## config.mk

```make
export PLATFORM = sky130hd
export DESIGN_NAME = credential_whitelist_with_lockout_unit
export DESIGN_NICKNAME = d
export VERILOG_FILES = /design/src/rtl/core/cwl_pkg.sv /design/src/rtl/core/credential_whitelist_with_lockout_unit.sv /design/src/rtl/core/cwl_card_mem.sv /design/src/rtl/core/cwl_lock_calc.sv
export SDC_FILE = /design/constraint.sdc
export NUM_CORES = 1
export LEC_CHECK = 0
export BUFFER_PORTS_ARGS = -buffer_cell sky130_fd_sc_hd__clkbuf_2
export CORE_MARGIN = 2
export CORE_UTILIZATION = 45
export DETAILED_ROUTE_END_ITERATION = 10
export GPL_TIMING_DRIVEN = 0
export RECOVER_POWER = 25
export SETUP_SLACK_MARGIN = 0.02
export SYNTH_ARGS = -nofsm -noshare
export SYNTH_HDL_FRONTEND = slang
export SYNTH_HIERARCHICAL = 1
export SYNTH_SLANG_ARGS = --single-unit
```

## constraint.sdc

```tcl
create_clock -name clk -period 5.2 [get_ports clk]
set_clock_uncertainty 0.2 [all_clocks]
set_input_delay 0.26 -clock clk [delete_from_list [all_inputs] [get_ports clk]]
set_output_delay 0.26 -clock clk [all_outputs]
set_load 0.1 [all_outputs]
```

## src/rtl/core/cwl_pkg.sv

```systemverilog
`timescale 1ns / 1ps
// shared types and constants for the credential whitelist with lockout unit
// no dependencies; used by the top level, the card store and the checker by scoped names

package cwl_pkg;

  // whitelist geometry
  localparam int MAX_CARDS = 16;
  localparam int IDX_W     = $clog2(MAX_CARDS);
  localparam int CNT_W     = $clog2(MAX_CARDS + 1);

  // pin format: top PIN_CHARS bytes of a 32-bit word take part
  localparam int PIN_CHARS = 4;
  localparam int LEN_W     = 4;
  localparam logic [31:0] PIN_MASK  = 32'hFFFF_FFFF << (8 * (4 - PIN_CHARS));
  localparam logic [31:0] PIN_RESET = 32'h3132_3334;

  // configuration reset values
  localparam logic [7:0]  FAIL_LIMIT_RESET = 8'd5;
  localparam logic [31:0] BASE_MS_RESET    = 32'd30000;
  localparam logic [31:0] MAX_MS_RESET     = 32'd300000;
  localparam logic [7:0]  LEVEL_MAX        = 8'hFF;

  // stream widths
  localparam int IN_DATA_W  = 136;
  localparam int OUT_DATA_W = 40;
  localparam int KIND_W     = 3;

  typedef enum logic [KIND_W-1:0] {
    REQ_CHECK  = 3'd0,
    REQ_ADD    = 3'd1,
    REQ_VERIFY = 3'd2,
    REQ_SETPIN = 3'd3,
    REQ_FAIL   = 3'd4,
    REQ_CLEAR  = 3'd5,
    REQ_QUERY  = 3'd6
  } req_t;

  typedef enum logic [1:0] {
    CFG_FAIL_LIMIT = 2'd0,
    CFG_BASE_MS    = 2'd1,
    CFG_MAX_MS     = 2'd2
  } cfg_idx_t;

  typedef enum logic [2:0] {
    ST_IDLE,
    ST_SCAN,
    ST_EXEC,
    ST_FAIL,
    ST_LOCK_WAIT,
    ST_LOCK_SET,
    ST_RESP
  } state_t;

  // card store port group
  typedef struct packed {
    logic             we;
    logic [IDX_W-1:0] waddr;
    logic [31:0]      wdata;
    logic             re;
    logic [IDX_W-1:0] raddr;
  } mem_req_t;

endpackage

```

## src/rtl/core/credential_whitelist_with_lockout_unit.sv

```systemverilog
`timescale 1ns / 1ps
// top level of the access guard: card whitelist, pin check, failure lockout
// depends on cwl_pkg, cwl_card_mem and cwl_lock_calc
//
//  port group  | dir | contents
//  ------------+-----+-----------------------------------------------------
//  s_t*        | in  | one request: tuser kind, tdata card, pins, lengths, time
//  m_t*        | out | one response per request: ok, locked, remaining, count
//  cfg_*       | in  | register writes: fail limit, base and max lock time
//
// a card check, or an add to a table that is not full, scans the stored
// cards one per cycle through the card store read port, stopping on a hit
// pin, clear, query: exec, resp; a lockout: fail, lock wait, lock set, resp
// one request at a time; a new request is taken while the last response waits
// reset is synchronous; it clears the card count, streak, level and deadline,
// restores the pin and registers; the card store itself is not cleared (entries
// past the count are never read); a stalled response holds and blocks the next
// completion

module credential_whitelist_with_lockout_unit (
  input  logic                           clk,
  input  logic                           rst,
  input  logic                           s_tvalid,
  output logic                           s_tready,
  // card_id, pin_entry, pin_entry_length, replacement_pin,
  // replacement_pin_length, now_ms
  input  logic [cwl_pkg::IN_DATA_W-1:0]  s_tdata,
  // req_type
  input  logic [cwl_pkg::KIND_W-1:0]     s_tuser,
  output logic                           m_tvalid,
  input  logic                           m_tready,
  // ok, locked, time left, card_count, one zero pad bit
  output logic [cwl_pkg::OUT_DATA_W-1:0] m_tdata,
  input  logic                           cfg_we,
  input  logic [1:0]                     cfg_index,
  input  logic [31:0]                    cfg_data
);

  cwl_pkg::state_t   state, state_next;
  cwl_pkg::req_t     req;
  cwl_pkg::mem_req_t mem_req;

  // captured request
  logic [31:0]              card_id, pin_entry, new_pin, now_ms;
  logic [cwl_pkg::LEN_W-1:0] pin_len, new_pin_len;

  // configuration
  logic [7:0]  fail_limit;
  logic [31:0] base_ms, max_ms;

  // guard state
  logic [cwl_pkg::CNT_W-1:0] card_count;
  logic [31:0]               stored_pin;
  logic [7:0]                miss_run, lock_level, lock_level_next;
  logic [31:0]               deadline;

  // scan control
  logic [cwl_pkg::CNT_W-1:0] scan_idx;
  logic                      rd_pend;
  logic [31:0]               rd_data;
  logic                      hit, scan_end;

  // result being built
  logic        res_ok, res_locked;
  logic [31:0] res_rem;

  logic        out_free, pin_ok, streak_trig, table_full;
  logic [7:0]  streak_inc;
  logic [31:0] lock_ms;
  cwl_pkg::req_t in_req;

  assign in_req = cwl_pkg::req_t'(s_tuser);

  // datapath conditions
  always_comb begin
    out_free    = !m_tvalid || m_tready;
    hit         = rd_pend && (rd_data == card_id);
    scan_end    = hit || (!rd_pend && (scan_idx >= card_count));
    table_full  = (card_count >= cwl_pkg::CNT_W'(cwl_pkg::MAX_CARDS));
    pin_ok      = (pin_len == cwl_pkg::LEN_W'(cwl_pkg::PIN_CHARS)) &&
                  (((pin_entry ^ stored_pin) & cwl_pkg::PIN_MASK) == 32'd0);
    streak_inc  = miss_run + 8'd1;
    streak_trig = (streak_inc >= fail_limit);
    lock_level_next = (lock_level != cwl_pkg::LEVEL_MAX) ? lock_level + 8'd1
                                                         : lock_level;
  end

  // next state
  always_comb begin
    state_next = state;
    unique case (state)
      cwl_pkg::ST_IDLE: begin
        if (s_tvalid) begin
          priority case (in_req)
            cwl_pkg::REQ_CHECK: state_next = cwl_pkg::ST_SCAN;
            cwl_pkg::REQ_ADD:   state_next = table_full ? cwl_pkg::ST_EXEC
                                                        : cwl_pkg::ST_SCAN;
            cwl_pkg::REQ_FAIL:  state_next = cwl_pkg::ST_FAIL;
            default:            state_next = cwl_pkg::ST_EXEC;
          endcase
        end
      end
      cwl_pkg::ST_SCAN:      if (scan_end) state_next = cwl_pkg::ST_RESP;
      cwl_pkg::ST_EXEC:      state_next = cwl_pkg::ST_RESP;
      cwl_pkg::ST_FAIL:      state_next = streak_trig ? cwl_pkg::ST_LOCK_WAIT
                                                      : cwl_pkg::ST_RESP;
      cwl_pkg::ST_LOCK_WAIT: state_next = cwl_pkg::ST_LOCK_SET;
      cwl_pkg::ST_LOCK_SET:  state_next = cwl_pkg::ST_RESP;
      cwl_pkg::ST_RESP:      if (out_free) state_next = cwl_pkg::ST_IDLE;
      default:               state_next = cwl_pkg::ST_IDLE;
    endcase
  end

  // state outputs: handshake and card store port
  always_comb begin
    s_tready      = (state == cwl_pkg::ST_IDLE);
    mem_req.re    = (state == cwl_pkg::ST_SCAN) && (scan_idx < card_count);
    mem_req.raddr = scan_idx[cwl_pkg::IDX_W-1:0];
    mem_req.we    = (state == cwl_pkg::ST_SCAN) && scan_end &&
                    (req == cwl_pkg::REQ_ADD) && !hit;
    mem_req.waddr = card_count[cwl_pkg::IDX_W-1:0];
    mem_req.wdata = card_id;
  end

  cwl_card_mem u_mem (
    .clk     (clk),
    .mem_req (mem_req),
    .rd_data (rd_data)
  );

  cwl_lock_calc u_lock (
    .clk     (clk),
    .level   (lock_level),
    .base_ms (base_ms),
    .max_ms  (max_ms),
    .lock_ms (lock_ms)
  );

  // state register
  always_ff @(posedge clk) begin
    if (rst) begin
      state <= cwl_pkg::ST_IDLE;
    end else begin
      state <= state_next;
    end
  end

  // configuration registers
  always_ff @(posedge clk) begin
    if (rst) begin
      fail_limit <= cwl_pkg::FAIL_LIMIT_RESET;
      base_ms    <= cwl_pkg::BASE_MS_RESET;
      max_ms     <= cwl_pkg::MAX_MS_RESET;
    end else if (cfg_we) begin
      unique case (cfg_index)
        cwl_pkg::CFG_FAIL_LIMIT: fail_limit <= cfg_data[7:0];
        cwl_pkg::CFG_BASE_MS:    base_ms    <= cfg_data;
        cwl_pkg::CFG_MAX_MS:     max_ms     <= cfg_data;
        default:                 ;
      endcase
    end
  end

  // request capture
  always_ff @(posedge clk) begin
    if (s_tvalid && s_tready) begin
      req         <= in_req;
      card_id     <= s_tdata[31:0];
      pin_entry   <= s_tdata[63:32];
      pin_len     <= s_tdata[67:64];
      new_pin     <= s_tdata[99:68];
      new_pin_len <= s_tdata[103:100];
      now_ms      <= s_tdata[135:104];
    end
  end

  // scan counter and read tracking
  always_ff @(posedge clk) begin
    if (rst) begin
      scan_idx <= '0;
      rd_pend  <= 1'b0;
    end else if (s_tvalid && s_tready) begin
      scan_idx <= '0;
      rd_pend  <= 1'b0;
    end else if (state == cwl_pkg::ST_SCAN) begin
      rd_pend <= mem_req.re;
      if (mem_req.re) begin
        scan_idx <= scan_idx + cwl_pkg::CNT_W'(1);
      end
    end
  end

  // guard state and result build
  always_ff @(posedge clk) begin
    if (rst) begin
      card_count  <= '0;
      stored_pin  <= cwl_pkg::PIN_RESET;
      miss_run    <= 8'd0;
      lock_level  <= 8'd0;
      deadline    <= 32'd0;
      res_ok      <= 1'b0;
      res_locked  <= 1'b0;
      res_rem     <= 32'd0;
    end else begin
      unique case (state)
        cwl_pkg::ST_IDLE: begin
          res_ok     <= 1'b0;
          res_locked <= 1'b0;
          res_rem    <= 32'd0;
        end
        cwl_pkg::ST_SCAN: begin
          if (scan_end) begin
            if (req == cwl_pkg::REQ_ADD) begin
              res_ok <= 1'b1;
              if (!hit) begin
                card_count <= card_count + cwl_pkg::CNT_W'(1);
              end
            end else begin
              res_ok <= hit;
            end
          end
        end
        cwl_pkg::ST_EXEC: begin
          priority case (req)
            cwl_pkg::REQ_VERIFY: res_ok <= pin_ok;
            cwl_pkg::REQ_SETPIN: begin
              if (pin_ok && (new_pin_len == cwl_pkg::LEN_W'(cwl_pkg::PIN_CHARS))) begin
                stored_pin <= new_pin & cwl_pkg::PIN_MASK;
                res_ok     <= 1'b1;
              end
            end
            cwl_pkg::REQ_CLEAR: begin
              miss_run    <= 8'd0;
              lock_level  <= 8'd0;
              deadline    <= 32'd0;
            end
            cwl_pkg::REQ_QUERY: begin
              if (now_ms >= deadline) begin
                res_ok <= 1'b1;
              end else begin
                res_locked <= 1'b1;
                res_rem    <= deadline - now_ms;
              end
            end
            // add on a full table and the unused code change nothing
            default: ;
          endcase
        end
        cwl_pkg::ST_FAIL: begin
          if (streak_trig) begin
            miss_run    <= 8'd0;
            lock_level  <= lock_level_next;
          end else begin
            miss_run    <= streak_inc;
          end
        end
        cwl_pkg::ST_LOCK_WAIT: ;
        cwl_pkg::ST_LOCK_SET:  deadline <= now_ms + lock_ms;
        cwl_pkg::ST_RESP:      ;
        default:               ;
      endcase
    end
  end

  // response register
  always_ff @(posedge clk) begin
    if (rst) begin
      m_tvalid <= 1'b0;
    end else if (state == cwl_pkg::ST_RESP && out_free) begin
      m_tvalid <= 1'b1;
    end else if (m_tready) begin
      m_tvalid <= 1'b0;
    end
  end

  always_ff @(posedge clk) begin
    if (state == cwl_pkg::ST_RESP && out_free) begin
      m_tdata <= {1'b0, card_count, res_rem, res_locked, res_ok};
    end
  end

endmodule

```

## src/rtl/core/cwl_card_mem.sv

```systemverilog
`timescale 1ns / 1ps
// card whitelist store: one write port, one read port, registered read data
// depends on cwl_pkg for geometry and the port group type

module cwl_card_mem (
  input  logic              clk,
  input  cwl_pkg::mem_req_t mem_req,
  output logic [31:0]       rd_data
);

  logic [31:0] mem [cwl_pkg::MAX_CARDS];

  // write port
  always_ff @(posedge clk) begin
    if (mem_req.we) begin
      mem[mem_req.waddr] <= mem_req.wdata;
    end
  end

  // read port, registered, updated only on a read
  always_ff @(posedge clk) begin
    if (mem_req.re) begin
      rd_data <= mem[mem_req.raddr];
    end
  end

endmodule

```

## src/rtl/core/cwl_lock_calc.sv

```systemverilog
`timescale 1ns / 1ps
// lock duration: base shifted left by level-1, saturating at the maximum
// no package dependencies; instanced by the top level

module cwl_lock_calc (
  input  logic        clk,
  input  logic [7:0]  level,
  input  logic [31:0] base_ms,
  input  logic [31:0] max_ms,
  output logic [31:0] lock_ms
);

  logic [7:0]  shift;
  logic [63:0] shifted;

  // shift amount and widened product of base
  always_comb begin
    shift   = level - 8'd1;
    shifted = {32'd0, base_ms} << shift[4:0];
  end

  // registered saturating result
  always_ff @(posedge clk) begin
    if (base_ms == 32'd0) begin
      lock_ms <= 32'd0;
    end else if (shift >= 8'd32) begin
      lock_ms <= max_ms;
    end else if (shifted > {32'd0, max_ms}) begin
      lock_ms <= max_ms;
    end else begin
      lock_ms <= shifted[31:0];
    end
  end

endmodule

```

# [After elaboration in Yosys (flattened, before gate mapping)]
# Memory sizes are Yosys's and may differ from the RTL's. A register that Yosys moved wholly into a read port is not among the register bits.
# Index checks and enable logic that the tools add are counted.
# Widths: inputs -> output; s select.
[classes] addsub=7 magnitude_cmp=7 n_eq_ne=30 n_shift=1 n_mux=33 bitwise=2 n_reduce_logical=39
[ops] cell="$mux 32" n=5
[ops] cell="$pmux 32 s2" n=2
[ops] cell="$gt 64x32->1" n=1
[ops] cell="$logic_not 32->1" n=2
[ops] cell="$shl 32x5->64" n=1
[ops] cell="$add 32x32->32" n=1
[ops] cell="$eq 32x32->1" n=1
[ops] cell="$ge 32x32->1" n=1
[ops] cell="$mux 8" n=4
[ops] cell="$pmux 8 s2" n=2
[ops] cell="$sub 32x32->32" n=1
[ops] cell="$xor 32x32->32" n=1
[ops] cell="$eq 3x3->1 const B" n=6
[ops] cell="$pmux 3 s6" n=1
[ops] cell="$add 8x1->8 const B" n=2
[ops] cell="$ne 2x2->1 const B" n=7
[ops] cell="$eq 3x2->1 const B" n=4
[ops] cell="$reduce_and 2->1" n=6
[ops] cell="$add 5x1->5 const B" n=2
[ops] cell="$logic_and 1x1->1" n=10
[ops] cell="$mux 1" n=10
[ops] cell="$eq 3x1->1 const B" n=3
[ops] cell="$mux 3" n=3
[ops] cell="$reduce_and 3->1" n=3
[ops] cell="other kinds (27)" n=40
[word_totals] reg_bits=411 ram_bits=512 input_bits=178 output_inout_bits=42 wordCells=144 memories=1
[memory_table] name="u_mem.mem" words=16 width=32 rd=1 rd_clocked_by_memory_dff=1 write_ports=1 line_no="cwl_card_mem.sv:11" rtl="logic [31:0] mem [cwl_pkg::MAX_CARDS];"

# [Longest topological paths before layout]
[depth] depth_word=8 ltp_mapped=24 ltp_nobuf=17

# [Modules after synthesis]
# The synthesis kept the hierarchy.
[by_module_without_submodules] module="cwl_card_mem" instances=1 cells_per_inst=838 area_each_um2=20155.6 seq_area_each_um2=16335.7
[by_module_without_submodules] module="credential_whitelist_with_lockout_unit" instances=1 cells_per_inst=1700 area_each_um2=17593.1 seq_area_each_um2=9369.0
[by_module_without_submodules] module="cwl_lock_calc" instances=1 cells_per_inst=457 area_each_um2=4035.1 seq_area_each_um2=640.6

# [Least setup slack after synthesis]
# OpenSTA, ideal clock, no wires.
[synth_path] kind="reg2reg" startpoint="register state[1]" endpoint="register rd_pend" setup_time_ns=0.121 arrival_ns=5.540 required_ns=4.879 setup_slack_ns=-0.661 path_stages_with_launch=8 n_path_buf=2 synth_period_minus_slack_ns=5.861 cell_sequence="dfxtp_1 -> buf_2 -> or3_1 -> inv_1 -> and2_1 -> or2_2 -> clkbuf_1 -> nor2_1"
[synth_between] elab_chain_len=3 word_cells_on_any_way=5 cone_classes="eq/ne: 1; reduce/logical: 4"
[synth_lines] element="from (decl)" line_no="credential_whitelist_with_lockout_unit.sv:39" rtl="cwl_pkg::state_t state, state_next;"
[synth_lines] element="from (signal assigned)" line_no="credential_whitelist_with_lockout_unit.sv:142" rtl="state <= cwl_pkg::ST_IDLE;"
[synth_lines] element="from (signal assigned)" line_no="credential_whitelist_with_lockout_unit.sv:144" rtl="state <= state_next;"
[synth_lines] element="$logic_not 3->1" line_no="credential_whitelist_with_lockout_unit.sv:116" rtl="s_tready = (state == cwl_pkg::ST_IDLE);"
[synth_lines] element="named net s_tready" line_no="credential_whitelist_with_lockout_unit.sv:24" rtl="output logic s_tready,"
[synth_lines] element="$logic_and 1x1->1" line_no="credential_whitelist_with_lockout_unit.sv:182" rtl="end else if (s_tvalid && s_tready) begin"
[synth_lines] element="$reduce_or 2->1 (no source line)"
[synth_lines] element="to (signal assigned)" line_no="credential_whitelist_with_lockout_unit.sv:186" rtl="rd_pend <= mem_req.re;"
[synth_lines] element="to (decl)" line_no="credential_whitelist_with_lockout_unit.sv:59" rtl="logic rd_pend;"
# The timed path passes the listed nets, and every way through them passes these cells.
# A chain may end at the register's enable or synchronous reset.

# [Worst setup path in the final report]
[layout_path] startpoint="register lock_level[0]" endpoint="register u_lock.lock_ms[3]"
[layout_between] elab_chain_len=5 word_cells_on_any_way=6 cone_classes="add/sub: 1; order compare: 2; shift: 1; mux: 2"
[layout_lines] element="from (decl)" line_no="credential_whitelist_with_lockout_unit.sv:54" rtl="logic [7:0] miss_run, lock_level, lock_level_next;"
[layout_lines] element="from (signal assigned)" line_no="credential_whitelist_with_lockout_unit.sv:252" rtl="lock_level <= lock_level_next;"
[layout_lines] element="$sub 8x1->8 (*)" line_no="cwl_lock_calc.sv:18" rtl="shift = level - 8'd1;"
[layout_lines] element="$shl 32x5->64" line_no="cwl_lock_calc.sv:19" rtl="shifted = {32'd0, base_ms} << shift[4:0];"
[layout_lines] element="$gt 64x32->1" line_no="cwl_lock_calc.sv:28" rtl="end else if (shifted > {32'd0, max_ms}) begin"
[layout_lines] element="$mux 32" line_no="cwl_lock_calc.sv:28"
[layout_lines] element="$mux 32 (*)" line_no="cwl_lock_calc.sv:26" rtl="end else if (shift >= 8'd32) begin"
[layout_lines] element="to (signal assigned)" line_no="cwl_lock_calc.sv:27" rtl="lock_ms <= max_ms;"
[layout_lines] element="to (signal assigned)" line_no="cwl_lock_calc.sv:29" rtl="lock_ms <= max_ms;"
[layout_lines] element="to (signal assigned)" line_no="cwl_lock_calc.sv:31" rtl="lock_ms <= shifted[31:0];"
[layout_lines] element="to (decl)" line_no="cwl_lock_calc.sv:10" rtl="output logic [31:0] lock_ms"
# Mark *: on every way between the ends. The rest lies on a longest branch, timed or not.

==> reports/qor.txt <==
Pre-antenna DRT Iters: 8
number of enable-type register cells in the synthesized netlist: 722
boundary pin count: 220
number of pins exceeding their max-slew limit in the final report: 0
first-pass GRT wire length: 170400 um
post-layout utilization of the core: 55.56%
cell type with the largest total area after synthesis: sky130_fd_sc_hd__edfxtp_1
post-detailed-route count of antenna-violating nets: 0
remaining global-route overflow: 0
maximum fanout along the worst path: 8
number of clock buffers inserted by TritonCTS: 101
leakage: 0.01808 uW
Top reg by flops: u_mem/mem
fin area: 51000 um2
proportion of layout cells with a drive suffix above 1: 20.44%
initial cell density of the core: 45.52%
FF-to-FF Start: lock_level[0]$_SDFFE_PP0P_
maximum count of clock buffers along a single path: 3
synthesized instance count: 2995
RSZ-0062 raised after global routing: yes
type of origin of the critical path: flop
antenna violations before repair: 7
maximum number of pins on one net before global-route repair: 65
core footprint: 91800 um2
CTS clock-pin slew for the worst setup and hold paths: 60 ps
routed length per instance: 23.31 um
count of placed standard cells in the final layout, fillers left out: 4889
mean instance size in the synthesized netlist: 13.95 um2
number of cells after detailed placement: 4488
CP Capture Type: flop
outcome: finished with violations
Synth Area in Simple Gates: 8.654%
Yosys warnings: 6
maximum capacitance violations: 0
vias: 27580
post-detailed-placement cell area: 45090 um2
path category of the worst min-delay check: in -> reg
final weighted congestion of routability-driven global placement: 0.9127
combined global-route utilization of all metal layers: 23.88%
detailed placer's ending HPWL: 80150 um
multiplexer area fraction after synthesis: 10.20%
fmax: 0.1906 GHz
Final setup viols: 16
flip-flop count of the largest register, all copies and words added: 512
most frequent standard cell in the layout excluding fill and tap cells: sky130_fd_sc_hd__edfxtp_1
number of global-route vias before repair: 27560
biggest registers after layout: u_mem/mem (512), m_tdata (39)
most instantiated flip-flop cell in the synthesis netlist: sky130_fd_sc_hd__edfxtp_1
critical path class: reg -> reg
violations in the final reports: setup timing
post-synthesis net count: 3289
latest clock arrival within the worst-skew pair: 680 ps
CTS Root Cell: sky130_fd_sc_hd__clkbuf_16
Final Worst Setup Slack: -45.57 ps
minimum clock period after layout: 5246 ps
VDD IR-drop max: 0.0002523 V
commonest cells after routing, fill and taps aside: sky130_fd_sc_hd__edfxtp_1, sky130_fd_sc_hd__nand2_1, sky130_fd_sc_hd__dfxtp_1, sky130_fd_sc_hd__clkbuf_2, sky130_fd_sc_hd__dlygate4sd3_1
CP Data Required Time: 5550 ps
HP Start: s_tdata[15]
Syn-to-layout area delta: 22.06%
number of nets in the layout: 3855
post-route fraction of the period consumed by the critical path: 100.9%
ratio of routed vias to standard cells: 5.641
worst reg2reg setup slack: -50 ps
Post-Synth Adder-Cell Area: 3.510%
TritonCTS clock tree: yes
Hold Fails Final Rpt: 0
cell area after technology mapping: 41780 um2
Worst Hold Margin: 82.23 ps
complex-gate fraction of the synthesized area: 9.175%
leading cell types by total area after synthesis: sky130_fd_sc_hd__edfxtp_1, sky130_fd_sc_hd__dfxtp_1, sky130_fd_sc_hd__mux4_2
transition at the pin with the smallest max-transition slack: 1242 ps
power density of the placed cells: 344.3 nW/um2
fraction of synthesized cell area in xor and xnor cells: 2.704%
Post-Place Worst Slack: -1534 ps
launching instance or port of the critical path: lock_level[0]$_SDFFE_PP0P_
number of storage elements in the synthesis netlist: 955
Async S/R FF share, synth: 0%
Synth cell types: 98
arrival time at the worst endpoint: 5600 ps
portion of the post-synthesis area used by sequential elements: 63.05%
Die ar.: 95310 um2
Die X: 308.7 um
combinational family with the most area after synthesis: multiplexers
placement row count: 111
# H-tree levels: 3
number of design rule violations left after detail routing: 0
port bufs: 218
Slew Limit Headroom: 17.21%
Initial DRC Count: 2714
DIE HEIGHT: 308.7 um
proportion of netlist area held by the largest area contributor: 51.89%
total wire length after detailed routing: 114000 um
number of sinks on the clock net: 955
==> through the flow <==
step / power [uW] / setup TNS, ps
2_1_floorplan: 9797 / 0
3_3_place_gp: 10300 / -776870
3_5_place_dp: 10350 / -47750
4_1_cts: 17680 / -5344
5_1_grt: 18150 / -2595
6_report: 17560 / -301.3
==> critical path, stage by stage, from the launching register on <==
cell                         delay, ps
sky130_fd_sc_hd__dfxtp_4           380
sky130_fd_sc_hd__buf_12            110
sky130_fd_sc_hd__clkinvlp_4         90
sky130_fd_sc_hd__ha_4              280
sky130_fd_sc_hd__buf_8             130
sky130_fd_sc_hd__buf_12            140
sky130_fd_sc_hd__mux4_2            560
sky130_fd_sc_hd__buf_4             170
sky130_fd_sc_hd__mux2i_1           130
sky130_fd_sc_hd__mux2i_1           150
sky130_fd_sc_hd__nor2_1            140
sky130_fd_sc_hd__a21oi_1           110
sky130_fd_sc_hd__ha_1              370
sky130_fd_sc_hd__nand4_1           180
sky130_fd_sc_hd__nor4bb_4          420
sky130_fd_sc_hd__nand2_1           160
sky130_fd_sc_hd__o311a_1           170
sky130_fd_sc_hd__a211o_4           290
sky130_fd_sc_hd__o21bai_4          180
sky130_fd_sc_hd__or2_4             350
sky130_fd_sc_hd__buf_6             160
sky130_fd_sc_hd__a32o_2            260
==> logic make-up after synthesis <==
group / count (synthesis)
AO/OA/AOI/OAI: 562
XOR/XNOR: 126
adder cells (fa/ha/maj): 116
buffers and inverters: 255
flip-flops: 955
multiplexers: 228
other: 1
AND/OR/NAND/NOR: 752
==> per-layer routing <==
metal  vias up  part of all wire, %  GRT usage (%)
li1      12590                    -              -
met1     13720                   44          34.08
met2      1101                   47          38.01
met3       162                  7.7          4.405
met4        12                  1.9          5.729
met5         -                0.074              0
==> path summary, 6_finish.rpt <==
path         cells after the start                            to
max reg2reg                     21  u_lock/lock_ms[3]$_SDFF_PN0_
max                             21  u_lock/lock_ms[3]$_SDFF_PN0_
min reg2reg                      0         m_tdata[18]$_DFFE_PP_
min                              2         card_id[15]$_DFFE_PP_
==> repair_timing <==
item                                   4_1_cts  5_1_grt
pin swaps                                   33       24
buffers inserted                            19       16
hold buffers                               177        0
endpoints found under the hold margin      220        0
setup endpoints to repair                   32       32
gates cloned                                 2        1
gates resized for setup                     79       51
==> power breakdown <==
part / leakage, uW / switching (uW) / internal (uW)
clock: 0.00163 / 3020 / 4210
combinational: 0.00800 / 950 / 538
sequential: 0.00845 / 274 / 8570
==> cells in the mapped netlist, types with 6 or more instances <==
| cell | n |
|---|---|
| sky130_fd_sc_hd__nor3_1 | 33 |
| sky130_fd_sc_hd__a22o_1 | 8 |
| sky130_fd_sc_hd__and3_1 | 21 |
| sky130_fd_sc_hd__o21ai_0 | 82 |
| sky130_fd_sc_hd__buf_4 | 17 |
| sky130_fd_sc_hd__a32o_1 | 17 |
| sky130_fd_sc_hd__nand3b_1 | 24 |
| sky130_fd_sc_hd__a21oi_1 | 175 |
| sky130_fd_sc_hd__or2_2 | 6 |
| sky130_fd_sc_hd__o31ai_1 | 9 |
| sky130_fd_sc_hd__dfxtp_1 | 233 |
| sky130_fd_sc_hd__mux2i_1 | 65 |
| sky130_fd_sc_hd__xnor2_1 | 40 |
| sky130_fd_sc_hd__and4_1 | 6 |
| sky130_fd_sc_hd__nor4_1 | 29 |
| sky130_fd_sc_hd__nor2b_1 | 30 |
| sky130_fd_sc_hd__o21a_1 | 16 |
| sky130_fd_sc_hd__buf_1 | 11 |
| sky130_fd_sc_hd__edfxtp_1 | 722 |
| sky130_fd_sc_hd__buf_2 | 25 |
| sky130_fd_sc_hd__nand3_1 | 54 |
| sky130_fd_sc_hd__a32oi_1 | 7 |
| sky130_fd_sc_hd__nor2_1 | 186 |
| sky130_fd_sc_hd__inv_1 | 109 |
| sky130_fd_sc_hd__o211a_1 | 19 |
| sky130_fd_sc_hd__and2_1 | 11 |
| sky130_fd_sc_hd__xor2_1 | 84 |
| sky130_fd_sc_hd__o21bai_1 | 15 |
| sky130_fd_sc_hd__nand2_1 | 270 |
| sky130_fd_sc_hd__a21o_1 | 29 |
| sky130_fd_sc_hd__buf_6 | 10 |
| sky130_fd_sc_hd__o211ai_1 | 10 |
| sky130_fd_sc_hd__mux4_2 | 157 |
| sky130_fd_sc_hd__clkbuf_1 | 82 |
| sky130_fd_sc_hd__a22oi_1 | 89 |
| sky130_fd_sc_hd__or3_1 | 15 |
| sky130_fd_sc_hd__nand4_1 | 24 |
| sky130_fd_sc_hd__nor3b_1 | 8 |
| sky130_fd_sc_hd__a211oi_1 | 8 |
| sky130_fd_sc_hd__a211o_1 | 17 |
| sky130_fd_sc_hd__nand2b_1 | 8 |
| sky130_fd_sc_hd__ha_1 | 114 |
==> cell type report <==
type,count,area (um2)
timing repair buffer,465,3686
multi-input combinational,1785,14850
clock buffer,118,2654
buffer,143,784.5
inverter,110,416.7
clock inverter,69,701.9
fill,7442,40800
antenna,1,2.502
tap,1243,1555
sequential,955,26350
Note: power is estimated with default switching activity, not from simulation.
